$ cat src/design/jse_pkg.sv
// ----------------------------------------------------------------------------
// JSON string escape encoder package
// Character codes and the command word passed from the front to the back.
// ----------------------------------------------------------------------------
package jse_pkg;

	localparam logic [15:0] CH_QUOTE     = 16'h0022;
	localparam logic [15:0] CH_BACKSLASH = 16'h005C;
	localparam logic [15:0] CH_SPACE     = 16'h0020;
	localparam logic [15:0] CH_TILDE     = 16'h007E;
	localparam logic [15:0] CH_LOWER_U   = 16'h0075;

	// What the back part has to emit for one input word
	typedef enum logic [1:0] {
		KIND_PLAIN = 2'd0,  // the unit itself
		KIND_ESC   = 2'd1,  // backslash, then the character in unit
		KIND_UNI   = 2'd2,  // backslash, u, four hex digits
		KIND_END   = 2'd3   // closing quote, last set
	} jse_kind_t;

	typedef struct packed {
		logic        open;  // emit an opening quote first
		jse_kind_t   kind;
		logic [15:0] unit;
	} jse_cmd_t;

	// Queue head as seen by the back part
	typedef struct packed {
		logic     valid;
		jse_cmd_t cmd;
	} jse_head_t;

endpackage

$ cat src/design/jse_front.sv
// ----------------------------------------------------------------------------
// JSON string escape encoder: front
// Accepts input words, tracks the open string and classifies each unit.
// ----------------------------------------------------------------------------
module jse_front (
	input  logic             clk,
	input  logic             arst_n,
	input  logic             in_valid,
	input  logic [15:0]      code_unit,
	input  logic             end_of_string,
	input  logic             queue_full,
	output logic             in_ready,
	output logic             push,
	output jse_pkg::jse_cmd_t push_cmd
);
	import jse_pkg::*;

	logic string_open_q;

	assign in_ready = !queue_full;
	assign push     = in_valid && in_ready;

	always_comb begin
		push_cmd.open = !string_open_q;
		push_cmd.kind = KIND_PLAIN;
		push_cmd.unit = code_unit;
		if (end_of_string) begin
			push_cmd.kind = KIND_END;
			push_cmd.unit = CH_QUOTE;
		end else begin
			unique case (code_unit) inside
				CH_QUOTE, CH_BACKSLASH: begin
					push_cmd.kind = KIND_ESC;
				end
				16'h0008: begin
					push_cmd.kind = KIND_ESC;
					push_cmd.unit = 16'h0062;
				end
				16'h000C: begin
					push_cmd.kind = KIND_ESC;
					push_cmd.unit = 16'h0066;
				end
				16'h000A: begin
					push_cmd.kind = KIND_ESC;
					push_cmd.unit = 16'h006E;
				end
				16'h000D: begin
					push_cmd.kind = KIND_ESC;
					push_cmd.unit = 16'h0072;
				end
				16'h0009: begin
					push_cmd.kind = KIND_ESC;
					push_cmd.unit = 16'h0074;
				end
				default: begin
					if (code_unit < CH_SPACE || code_unit > CH_TILDE) begin
						push_cmd.kind = KIND_UNI;
					end
				end
			endcase
		end
	end

	always_ff @(posedge clk or negedge arst_n) begin
		if (!arst_n) begin
			string_open_q <= 1'b0;
		end else if (push) begin
			string_open_q <= !end_of_string;
		end
	end

endmodule

$ cat src/design/jse_queue.sv
// ----------------------------------------------------------------------------
// JSON string escape encoder: command queue
// Short register-based queue between the front and the back.
// ----------------------------------------------------------------------------
module jse_queue #(
	parameter int DEPTH = 4
) (
	input  logic              clk,
	input  logic              arst_n,
	input  logic              push,
	input  jse_pkg::jse_cmd_t push_cmd,
	input  logic              pop,
	output logic              full,
	output jse_pkg::jse_head_t head
);
	import jse_pkg::*;

	localparam int AW = (DEPTH > 1) ? $clog2(DEPTH) : 1;
	localparam int CW = $clog2(DEPTH + 1);

	jse_cmd_t        regs_q [DEPTH];
	logic [AW-1:0]   wr_ptr_q;
	logic [AW-1:0]   rd_ptr_q;
	logic [CW-1:0]   count_q;

	function automatic logic [AW-1:0] next_ptr(input logic [AW-1:0] p);
		next_ptr = (p == AW'(DEPTH - 1)) ? '0 : p + AW'(1);
	endfunction

	assign full       = (count_q == CW'(DEPTH));
	assign head.valid = (count_q != '0);
	assign head.cmd   = regs_q[rd_ptr_q];

	always_ff @(posedge clk) begin
		if (push) begin
			regs_q[wr_ptr_q] <= push_cmd;
		end
	end

	always_ff @(posedge clk or negedge arst_n) begin
		if (!arst_n) begin
			wr_ptr_q <= '0;
			rd_ptr_q <= '0;
			count_q  <= '0;
		end else begin
			if (push) begin
				wr_ptr_q <= next_ptr(wr_ptr_q);
			end
			if (pop) begin
				rd_ptr_q <= next_ptr(rd_ptr_q);
			end
			if (push && !pop) begin
				count_q <= count_q + CW'(1);
			end else if (pop && !push) begin
				count_q <= count_q - CW'(1);
			end
		end
	end

endmodule

$ cat src/design/jse_back.sv
// ----------------------------------------------------------------------------
// JSON string escape encoder: back
// Walks the queue head into the output register, one character per unstalled cycle.
// ----------------------------------------------------------------------------
module jse_back (
	input  logic               clk,
	input  logic               arst_n,
	input  jse_pkg::jse_head_t head,
	output logic               pop,
	output logic               out_valid,
	input  logic               out_ready,
	output logic [15:0]        out_char,
	output logic               last
);
	import jse_pkg::*;

	logic [2:0]  step_q;
	logic        out_valid_q;
	logic [15:0] out_char_q;
	logic        last_q;

	logic [2:0]  body_len;
	logic [2:0]  total;
	logic [2:0]  pos;
	logic        load;
	logic        final_step;
	logic [15:0] ch;
	logic        ch_last;

	function automatic logic [15:0] hex_char(input logic [3:0] d);
		hex_char = (d < 4'd10) ? (16'h0030 + {12'd0, d}) : (16'h0037 + {12'd0, d});
	endfunction

	always_comb begin
		case (head.cmd.kind)
			KIND_ESC: body_len = 3'd2;
			KIND_UNI: body_len = 3'd6;
			default:  body_len = 3'd1;
		endcase
		total      = body_len + {2'd0, head.cmd.open};
		pos        = step_q - {2'd0, head.cmd.open};
		final_step = (step_q == total - 3'd1);
		load       = head.valid && (!out_valid_q || out_ready);
		pop        = load && final_step;

		ch      = head.cmd.unit;
		ch_last = 1'b0;
		if (head.cmd.open && step_q == 3'd0) begin
			ch = CH_QUOTE;
		end else begin
			unique case (head.cmd.kind)
				KIND_END: begin
					ch_last = 1'b1;
				end
				KIND_ESC: begin
					if (pos == 3'd0) begin
						ch = CH_BACKSLASH;
					end
				end
				KIND_UNI: begin
					case (pos)
						3'd0:    ch = CH_BACKSLASH;
						3'd1:    ch = CH_LOWER_U;
						3'd2:    ch = hex_char(head.cmd.unit[15:12]);
						3'd3:    ch = hex_char(head.cmd.unit[11:8]);
						3'd4:    ch = hex_char(head.cmd.unit[7:4]);
						default: ch = hex_char(head.cmd.unit[3:0]);
					endcase
				end
				default: begin
				end
			endcase
		end
	end

	always_ff @(posedge clk) begin
		if (load) begin
			out_char_q <= ch;
			last_q     <= ch_last;
		end
	end

	always_ff @(posedge clk or negedge arst_n) begin
		if (!arst_n) begin
			step_q      <= '0;
			out_valid_q <= 1'b0;
		end else begin
			if (load) begin
				out_valid_q <= 1'b1;
				step_q      <= final_step ? 3'd0 : step_q + 3'd1;
			end else if (out_ready) begin
				// drop the word once taken
				out_valid_q <= 1'b0;
			end
		end
	end

	assign out_valid = out_valid_q;
	assign out_char  = out_char_q;
	assign last      = last_q;

endmodule

$ cat src/design/json_string_escape_encoder.sv
// ----------------------------------------------------------------------------
// JSON string escape encoder
// Turns a stream of UTF-16 code units into escaped, quoted JSON string text.
// ----------------------------------------------------------------------------
// An input word is taken whenever the command queue (QUEUE_DEPTH entries)
// has room. The back part emits one output character per cycle while the
// queue holds a word and the output does not stall. A word produces 1 character
// for a printable unit or an end of string, 2 for a short escape, 6 for a
// \uXXXX escape, plus 1 when it opens a string. The input stalls only once
// the queue has filled behind escapes, opening quotes or a stalled output.
// Output passes a queue entry and then the output register before it is valid.
module json_string_escape_encoder #(
	parameter int QUEUE_DEPTH = 4
) (
	input  logic        clk,
	input  logic        arst_n,
	input  logic        in_valid,
	output logic        in_ready,
	input  logic [15:0] code_unit,
	input  logic        end_of_string,
	output logic        out_valid,
	input  logic        out_ready,
	output logic [15:0] out_char,
	output logic        last
);
	import jse_pkg::*;

	logic      push;
	logic      pop;
	logic      queue_full;
	jse_cmd_t  push_cmd;
	jse_head_t head;

	jse_front u_front (
		.clk          (clk),
		.arst_n       (arst_n),
		.in_valid     (in_valid),
		.code_unit    (code_unit),
		.end_of_string(end_of_string),
		.queue_full   (queue_full),
		.in_ready     (in_ready),
		.push         (push),
		.push_cmd     (push_cmd)
	);

	jse_queue #(
		.DEPTH(QUEUE_DEPTH)
	) u_queue (
		.clk     (clk),
		.arst_n  (arst_n),
		.push    (push),
		.push_cmd(push_cmd),
		.pop     (pop),
		.full    (queue_full),
		.head    (head)
	);

	jse_back u_back (
		.clk      (clk),
		.arst_n   (arst_n),
		.head     (head),
		.pop      (pop),
		.out_valid(out_valid),
		.out_ready(out_ready),
		.out_char (out_char),
		.last     (last)
	);

	// Every escaped character is printable ASCII
	assert property (@(posedge clk) disable iff (!arst_n)
		out_valid |-> (out_char >= CH_SPACE && out_char <= CH_TILDE))
		else $error("output character outside printable range");

	// The word that ends a string is always the closing quote
	assert property (@(posedge clk) disable iff (!arst_n)
		(out_valid && last) |-> (out_char == CH_QUOTE))
		else $error("last set on a character other than a quote");

	// The queue only pops an entry that is present
	assert property (@(posedge clk) disable iff (!arst_n)
		pop |-> head.valid)
		else $error("queue popped while empty");

endmodule
$ cat config.mk
export PLATFORM = sky130hd
export DESIGN_NAME = json_string_escape_encoder
export DESIGN_NICKNAME = d
export VERILOG_FILES = /design/src/design/jse_pkg.sv /design/src/design/jse_front.sv /design/src/design/jse_queue.sv /design/src/design/jse_back.sv /design/src/design/json_string_escape_encoder.sv
export SDC_FILE = /design/constraint.sdc
export NUM_CORES = 1
export LEC_CHECK = 0
export BUFFER_PORTS_ARGS = -buffer_cell sky130_fd_sc_hd__buf_2
export CAP_MARGIN = 20
export CORE_MARGIN = 5
export CORE_UTILIZATION = 42
export CTS_BUF_LIST = sky130_fd_sc_hd__clkbuf_4 sky130_fd_sc_hd__clkbuf_8
export CTS_CLUSTER_SIZE = 8
export DETAILED_ROUTE_END_ITERATION = 7
export GPL_ROUTABILITY_DRIVEN = 0
export PLACE_DENSITY_LB_ADDON = 0.25
export SLEW_MARGIN = 5
export SYNTH_ARGS = -nofsm -noshare
export SYNTH_HDL_FRONTEND = slang
export SYNTH_HIERARCHICAL = 1
export SYNTH_SLANG_ARGS = --single-unit
$ cat constraint.sdc
create_clock -name clk -period 6.9 [get_ports clk]
set_input_delay 0.69 -clock clk [delete_from_list [all_inputs] [get_ports clk]]
set_output_delay 0.69 -clock clk [all_outputs]
set_load 0.005 [all_outputs]
Yosys cells after proc, flatten, opt, wreduce, memory -nomap -nowiden
Memory sizes are Yosys's and may differ from the RTL's.
Cells that the tools add are included.
{"block": "word_totals", "out_inout_bits": 19, "inputBits": 21, "word_cells": 91, "ramBits": 76, "memories": 1, "register_bits": 29}
{"block": "op_classes", "reduce_logical": 20, "n_mux": 22, "add_sub_neg": 16, "eq_ne": 18, "n_lt_le_gt_ge": 6}
{"name": "u_queue.regs_q", "depth": 4, "width": 19, "read_ports": 1, "rd_ports_with_merged_regs": 0, "write_ports": 1, "line_no": "jse_queue.sv:21", "text": "jse_cmd_t regs_q [DEPTH];"}
{"cell": "$pmux 16 s5", "count": 2}
{"cell": "$eq 16x4->1 const B", "count": 5}
{"cell": "$mux 16", "count": 5}
{"cell": "$add 6x4->7 const A", "count": 8}
{"cell": "$pmux 16 s2", "count": 1}
{"cell": "$mux 18", "count": 1}
{"cell": "$eq 16x6->1 const B", "count": 1}
{"cell": "$eq 16x7->1 const B", "count": 1}
{"cell": "$gt 16x7->1 const B", "count": 1}
{"cell": "$lt 16x6->1 const B", "count": 1}
{"cell": "$lt 4x4->1 const B", "count": 4}
{"cell": "$mux 3", "count": 3}
{"cell": "$eq 2x2->1 const B", "count": 4}
{"cell": "$mux 2", "count": 4}
{"cell": "$reduce_or 7->1", "count": 1}
{"cell": "$add 3x1->3 const B", "count": 2}
{"cell": "$eq 3x2->1 const B", "count": 2}
{"cell": "$eq 3x3->1 const B", "count": 2}
{"cell": "$logic_and 1x1->1", "count": 6}
{"cell": "$logic_not 1->1", "count": 6}
{"cell": "$logic_not 3->1", "count": 2}
{"cell": "$pmux 3 s2", "count": 1}
{"cell": "$sub 3x1->3 const B", "count": 2}
{"cell": "$mux 1", "count": 5}
{"cell": "9 further kinds", "count": 12}

Depth between registers and ports, before layout
Gate-level depths: netlist of the first run.
An unclocked memory read counts as a cell.
{"block": "depth", "depth_word": 10, "depth_mapped": 16, "depth_no_buf": 15}

Hierarchy
Netlist of the first run, hierarchy kept.
{"module": "jse_queue", "seq_area_each_um2": 2457.4, "area_per_inst_um2": 3160.5, "cells_each": 136, "instances": 1}
{"module": "jse_back", "seq_area_each_um2": 610.6, "area_per_inst_um2": 1794.2, "cells_each": 198, "instances": 1}
{"module": "jse_front", "seq_area_each_um2": 25.0, "area_per_inst_um2": 366.6, "cells_each": 53, "instances": 1}

Worst setup path before layout of the first run
OpenSTA, ideal clock, no wires.
{"block": "synth_timing", "path_kind": "register -> register", "from": "reg u_queue.rd_ptr_q[0]", "to": "reg u_queue.count_q[1]", "setup_ns": 0.125, "required_time_ns": 6.775, "t_arrival_ns": 3.398, "stages_incl_launch_ff": 14, "synth_period_minus_slack_ns": 3.523, "path_slack_ns": 3.377, "path_buffers": 1, "path_cell_list": "dfrtp_1 > buf_6 > mux4_2 > ha_1 > inv_1 > ha_1 > xor2_1 > nand2_1 > nor3_1 > inv_1 > ha_1 > inv_1 > fa_1 > mux2_2"}
{"item": "from (decl)", "line_no": "jse_queue.sv:23", "text": "logic [AW-1:0] rd_ptr_q;"}
{"item": "from (signal assigned)", "line_no": "jse_queue.sv:50", "text": "rd_ptr_q <= next_ptr(rd_ptr_q);"}
{"item": "to (signal assigned)", "line_no": "jse_queue.sv:53", "text": "count_q <= count_q + CW'(1);"}
{"item": "to (signal assigned)", "line_no": "jse_queue.sv:55", "text": "count_q <= count_q - CW'(1);"}
{"item": "to (decl)", "line_no": "jse_queue.sv:24", "text": "logic [CW-1:0] count_q;"}

==> results of run 1 <==
==> routing by layer <==
| layer | GRT usage | share of wire |
|---|---|---|
| met1 | 0.186 | 0.43 |
| met2 | 0.243 | 0.48 |
| met3 | 0.0341 | 0.054 |
| met4 | 0.0602 | 0.029 |
| met5 | 0 | 0 |
==> synthesized netlist by cell type, types with 2 or more instances <==
cell type | count | share of area
edfxtp_1 | 93 | 0.52
and2_1 | 26 | 0.031
inv_1 | 25 | 0.018
nand2_1 | 21 | 0.015
ha_1 | 19 | 0.045
o21ai_0 | 19 | 0.018
mux4_2 | 18 | 0.076
nor2_1 | 14 | 0.0099
dfrtp_1 | 12 | 0.056
nor2b_1 | 11 | 0.013
a21oi_1 | 9 | 0.0085
buf_2 | 7 | 0.0066
clkbuf_1 | 7 | 0.0049
xnor2_1 | 7 | 0.012
nor3_1 | 5 | 0.0047
o2111ai_1 | 5 | 0.0082
o211ai_1 | 5 | 0.0071
o22ai_1 | 5 | 0.0059
and4b_1 | 4 | 0.0075
buf_6 | 4 | 0.0085
mux2i_1 | 4 | 0.0075
nand2b_1 | 4 | 0.0047
nor3b_1 | 4 | 0.0056
a2111oi_0 | 3 | 0.0049
and3_1 | 3 | 0.0035
mux2_2 | 3 | 0.0063
nand3_1 | 3 | 0.0028
nor4_1 | 3 | 0.0035
xor2_1 | 3 | 0.0049
a211o_1 | 2 | 0.0033
a211oi_1 | 2 | 0.0028
a21o_1 | 2 | 0.0028
a221o_1 | 2 | 0.0038
a41oi_1 | 2 | 0.0033
nand3b_1 | 2 | 0.0028
nand4_1 | 2 | 0.0024
==> registers in the layout (all words and copies together), names as in the netlist, 2 cells and up <==
| name | count |
|---|---|
| u_queue/count_q | 3 |
| u_back/out_char | 16 |
| u_queue/regs_q | 76 |
| u_back/step_q | 3 |
| u_queue/wr_ptr_q | 2 |
| u_queue/rd_ptr_q | 2 |
==> cells by family after synthesis <==
logic type | count (synthesis)
and+or+nand+nor | 110
adders and majority gates | 20
muxes | 26
DFF | 105
xor gates and xnor gates | 11
AOI/OAI and AO/OA | 72
buffers and inverters | 43
==> area by class of cell <==
| type | instances | area share |
|---|---|---|
| timing repair buffer | 40 | 0.0348 |
| inverter | 25 | 0.0161 |
| clock inverter | 7 | 0.0124 |
| sequential | 105 | 0.531 |
| clock buffer | 9 | 0.0212 |
| tap | 172 | 0.0369 |
| multi-input combinational | 239 | 0.348 |
==> critical path: stages (launching register included) <==
cell     delay (ns)
dfrtp_1        0.96
mux4_2         0.44
ha_1           0.43
inv_1          0.18
ha_1           0.22
mux2i_1        0.19
xnor2_1        0.14
nor3_1         0.39
inv_1          0.09
ha_1           0.21
inv_1          0.07
fa_1           0.40
mux2_2         0.27
==> path summary, 6_finish.rpt <==
kind | slack [ns] | cells after the start | to
worst max-delay path | 2.79 | 12 | u_queue/count_q[1]$_DFFE_PN0P_
worst max register to register | 2.79 | 12 | u_queue/count_q[1]$_DFFE_PN0P_
min in group clk | 0.50 | 1 | u_queue/count_q[2]$_DFFE_PN0P_
max in group asynchronous | 6.51 | 1 | u_front/string_open_q$_DFFE_PN0P_
worst min-delay path | 0.18 | 1 | u_queue/count_q[0]$_DFFE_PN0P_
worst min register to register | 0.50 | 1 | u_queue/count_q[2]$_DFFE_PN0P_
==> power groups by stage <==
stage / Combinational [uW] / Clock, uW / Sequential (uW)
after global placement: 1370 / 0 / 1020
after floorplan: 1070 / 0 / 992
after detailed placement: 1400 / 0 / 1020
final: 1410 / 372 / 1000
after CTS: 1400 / 386 / 1010
after global routing: 1550 / 416 / 1020
==> per-stage QoR <==
step            util  power [uW]  instances  hold WS [ns]
2_1_floorplan      -        2070        387         0.394
5_1_grt        0.466        2990        597         0.171
4_1_cts        0.466        2800        597         0.165
6_report       0.466        2780        597         0.176
3_3_place_gp   0.450        2390        581         0.469
3_5_place_dp   0.450        2420        581         0.478
==> flow_metrics.tcl, run 1 <==
set metrics [dict create \
    synth_area_mm2 0.00532 \
    n_fill_cell 1136 \
    layout-drive-gt1-share 0.195 \
    critPathLaunch "u_queue/rd_ptr_q[1]$_DFFE_PN0P_" \
    drt-initial-drc-count 166 \
    hp-class "primary input to asynchronous set/reset pin" \
    ys_ff_latch 105 \
    multiInputGateArea_mm2 0.00203 \
    grt_max_degree 23 \
    clock-root-buffer "clkbuf_8" \
    synth-xor-area-share 0.0195 \
    period_needed_ns 4.11 \
    relSlewSlack 0.297 \
    max-cap-violations 0 \
    power_switching_share 0.415 \
    cts_sinks 105 \
    stdcell_area_mm2 0.00583 \
    hold_buffers 0 \
    power.share.sequential 0.361 \
    ys_types 63 \
    finalHoldViolations 0 \
    worst_ep_arrival_time_ns 4.37 \
    ys.flop_type "edfxtp_1" \
    p_leak_uw 0.00211 \
    insertion_delay_ns 0.37 \
    rows 41 \
    drv_slew 0 \
    syn_to_final_growth_pct 9.55 \
    max_slew.worst_pin.slew_ns 1.05 \
    gr-total-overflow 0 \
    antenna_found_initial 0 \
    drc_errors 0 \
    postSynthAreaPerCell_um2 13.8 \
    ys_warn_count 6 \
    power.internal_uw 1630 \
    post_drt_wl_per_cell_um 17.5 \
    dpl.hpwl_mm 7.23 \
    syn_inst 387 \
    yosysSeqAreaShare 0.581 \
    path_clk_slew_ns 0.11 \
    nets 461 \
    track_usage 0.147 \
    muxShareOfSynthArea 0.0950 \
    fmaxAchievable_mhz 243 \
    power.switching_uw 1150 \
    synth-edff-count 93 \
    clockBufferDepth 2 \
    synth-async-reset-ratio 0.114 \
    n_antenna_cell 0 \
    skew_ns 0.0111 \
    finalSetupViolCount 0 \
    synth_compound_area_frac 0.0971 \
    seq_area_mm2 0.00309 \
    synth_top_family_by_area "simple AND/OR/NAND/NOR gates" \
    synth_nets 428 \
    ios 40 \
    worst_slack_ns 2.79 \
    cp.required_ns 7.17 \
    power.density_mw_per_mm2 478 \
    start_kind "register" \
    rr_startpoint "u_queue/rd_ptr_q[1]$_DFFE_PN0P_" \
    period_share 0.595 \
    p_comb_frac 0.506 \
    peakVddDrop_mv 0.180 \
    rsz0062_at_grt "no" \
    pwr-share-clk 0.134 \
    status "complete, no violations" \
    grt_pass1_wl_mm 16.5 \
    fp.coreArea_mm2 0.0125 \
    synth_simple_gate_area_share 0.121 \
    start_util 0.425 \
    synth_adder_area_share 0.0484 \
    dieArea_mm2 0.0150 \
    preCtsSetupSlack_ns 2.77 \
    vias_per_cell 5.47 \
    post_cts_resized 0 \
    first_global_vias 3165 \
    ant_nets 0 \
    cts_tree "built" \
    die_w_um 123 \
    num_vias 3268 \
    htreeDepth 3 \
    crit_fanout 21 \
    path_class "register to register" \
    crit_path_end_kind "register" \
    mostFrequentLayoutCells "edfxtp_1, buf_2, and2_1" \
    io_buffers 39 \
    dr.pass1.iters 5 \
    final_common_cell "edfxtp_1" \
    post_cts_buffers 0 \
    wl_mm 10.5 \
    postPlaceCellArea_mm2 0.00563 \
    setup_tns_ns 0 \
    numCtsBuffers 9 \
    die_h_um 123 \
]
Power figures use the tool's default switching activity.
==> run 2, diff against run 1 <==
==> constraint.sdc (replaced) <==
create_clock -name clk -period 3.86 [get_ports clk]
set_input_delay 0.386 -clock clk [delete_from_list [all_inputs] [get_ports clk]]
set_output_delay 0.386 -clock clk [all_outputs]
set_load 0.005 [all_outputs]
==> run 2 against run 1 <==
Sequential power up 77%. Die area unchanged. Sequential share of layout area down 0.45 points. Utilization up 0.40 points. Wire length up 0.73%. Total power up 80%. Critical path depth up 3. Global-route usage up 0.20 points. Hold slack better by 0.14 ns. Design area up 0.86%. Largest cell class unchanged. Largest power group unchanged.
==> flow_metrics.tcl, run 2 (synthesis gave the netlist of run 1 again) <==
set metrics [dict create \
    status "complete, no violations" \
    clockBufferDepth 2 \
    top_register "u_queue/regs_q" \
    hp-class "primary input to register" \
    antenna_found_initial 0 \
    path_class "register to register" \
    post_drt_wl_per_cell_um 17.4 \
    n_fill_cell 1134 \
    post_cts_buffers 0 \
    first_global_vias 3295 \
    mostFrequentLayoutCells "edfxtp_1, buf_2, and2_1" \
    cp.required_ns 4.16 \
    clock-root-buffer "clkbuf_8" \
    grt_max_degree 21 \
    final_common_cell "edfxtp_1" \
    io_buffers 39 \
    path_clk_slew_ns 0.10 \
    vias_per_cell 5.45 \
    gr-total-overflow 0 \
    grt_pass1_wl_mm 17.1 \
    nets 469 \
    start_kind "register" \
    wl_mm 10.5 \
    htreeDepth 3 \
    peakVddDrop_mv 0.277 \
    hold_ws_ns 0.316 \
    syn_to_final_growth_pct 10.5 \
    r2r-end "u_queue/count_q[2]$_DFFE_PN0P_" \
    rsz0062_at_grt "no" \
    die_h_um 123 \
    max_slew.worst_pin.slew_ns 1.02 \
    top_regs "u_queue/regs_q x76, u_back/out_char x16" \
    dieArea_mm2 0.0150 \
    drv_slew 0 \
    post_cts_resized 0 \
    holdPathStages 3 \
    die_w_um 123 \
    largest_reg_flops 76 \
    dr.pass1.iters 4 \
    period_needed_ns 3.56 \
    cts_tree "built" \
    drt-initial-drc-count 169 \
    track_usage 0.149 \
    setup_tns_ns 0 \
    crit_path_end_kind "register" \
    layout-drive-gt1-share 0.208 \
    n_antenna_cell 0 \
    dpl.hpwl_mm 7.39 \
    cts_sinks 105 \
    crit_fanout 7 \
    rrSetupSlack_ns 0.30 \
    drc_errors 0 \
    start_util 0.425 \
    ant_nets 0 \
    final_core_util 0.470 \
    fp.coreArea_mm2 0.0125 \
    power.density_mw_per_mm2 854 \
    power.total_uw 5020 \
    num_vias 3296 \
    numCtsBuffers 9 \
    period_share 0.923 \
    min_from "out_ready" \
    rows 41 \
    reg2reg_depth 15 \
    worst_ep_arrival_time_ns 3.86 \
    p_leak_uw 0.00214 \
    insertion_delay_ns 0.37 \
    ios 40 \
    finalHoldViolations 0 \
    relSlewSlack 0.323 \
    finalSetupViolCount 0 \
    fmaxAchievable_mhz 281 \
    min_to "u_back/out_valid$_DFFE_PN0P_" \
    rr_startpoint "u_queue/rd_ptr_q[0]$_DFFE_PN0P_" \
    skew_ns 0.0124 \
    max-cap-violations 0 \
]
==> run 2: cell count changes in the layout (fill, tap and decap cells not counted), sizes merged <==
cell | before | now
buf | 40 | 47
clkbuf | 9 | 10
clkinv | 4 | 2
clkinvlp | 0 | 2
dlygate4sd3 | 0 | 1
inv | 28 | 27
==> run 2: what timing repair did <==
item	4_1_cts	5_1_grt
hold buffers	1	0
setup endpoints to repair	0	0
hold endpoints to repair	12	0
==> run 2: per-stage QoR <==
step | setup WS (ns) | cells | area (um2)
floorplan | 0.337 | 387 | 5320
global placement | 0.383 | 588 | 5690
detailed placement | 0.299 | 588 | 5690
CTS | 0.282 | 605 | 5880
global route | 0.00688 | 605 | 5880
finish | 0.296 | 605 | 5880
==> run 2: worst max-delay path by stage <==
stage                                          from                        endpoint  slack [ns]  cells after the start
finish              u_queue/rd_ptr_q[0]$_DFFE_PN0P_  u_queue/count_q[2]$_DFFE_PN0P_        0.30                     15
global route        u_queue/rd_ptr_q[0]$_DFFE_PN0P_  u_queue/count_q[2]$_DFFE_PN0P_       0.007                     15
CTS                 u_queue/rd_ptr_q[0]$_DFFE_PN0P_  u_queue/count_q[2]$_DFFE_PN0P_        0.28                     15
detailed placement  u_queue/rd_ptr_q[0]$_DFFE_PN0P_  u_queue/count_q[1]$_DFFE_PN0P_        0.30                     13
global placement    u_queue/rd_ptr_q[0]$_DFFE_PN0P_  u_queue/count_q[1]$_DFFE_PN0P_        0.38                     13
floorplan           u_queue/rd_ptr_q[0]$_DFFE_PN0P_  u_queue/count_q[1]$_DFFE_PN0P_        0.34                     13
==> run 2: report_power, final <==
part	total, uW	internal, uW	switching [uW]	leakage (uW)
Sequential	1770	1650	116	0.00101
Combinational	2610	1080	1530	0.00104
Clock	642	251	391	0.0000884
Total	5020	2980	2040	0.00214
==> run 2: metal layers <==
layer / up-vias / GRT usage / routed length [um]
met5: - / 0 / 0
li1: 1554 / - / -
met1: 1604 / 0.196 / 4670
met2: 110 / 0.241 / 4990
met3: 28 / 0.0309 / 599
met4: 0 / 0.0602 / 284
==> run 2: area by class of cell <==
| type | instances | area [um2] | share of cell area |
|---|---|---|---|
| clock buffer | 10 | 131 | 0.0223 |
| clock inverter | 6 | 52.6 | 0.00894 |
| inverter | 25 | 93.8 | 0.0160 |
| multi-input combinational | 239 | 2030 | 0.345 |
| sequential | 105 | 3090 | 0.526 |
| tap | 172 | 215 | 0.0366 |
| timing repair buffer | 48 | 265 | 0.0451 |
==> run 2: critical path: stages, from the launching register on <==
cell and delay (ns):
dfrtp_1 0.45, mux4_2 0.56, ha_1 0.43, inv_1 0.17, ha_1 0.21, mux2i_1 0.16
xnor2_1 0.20, nor3_1 0.09, buf_4 0.15, inv_1 0.05, ha_1 0.17, inv_1 0.07
fa_1 0.38, xor2_1 0.15, nor2_1 0.11, xor2_1 0.14
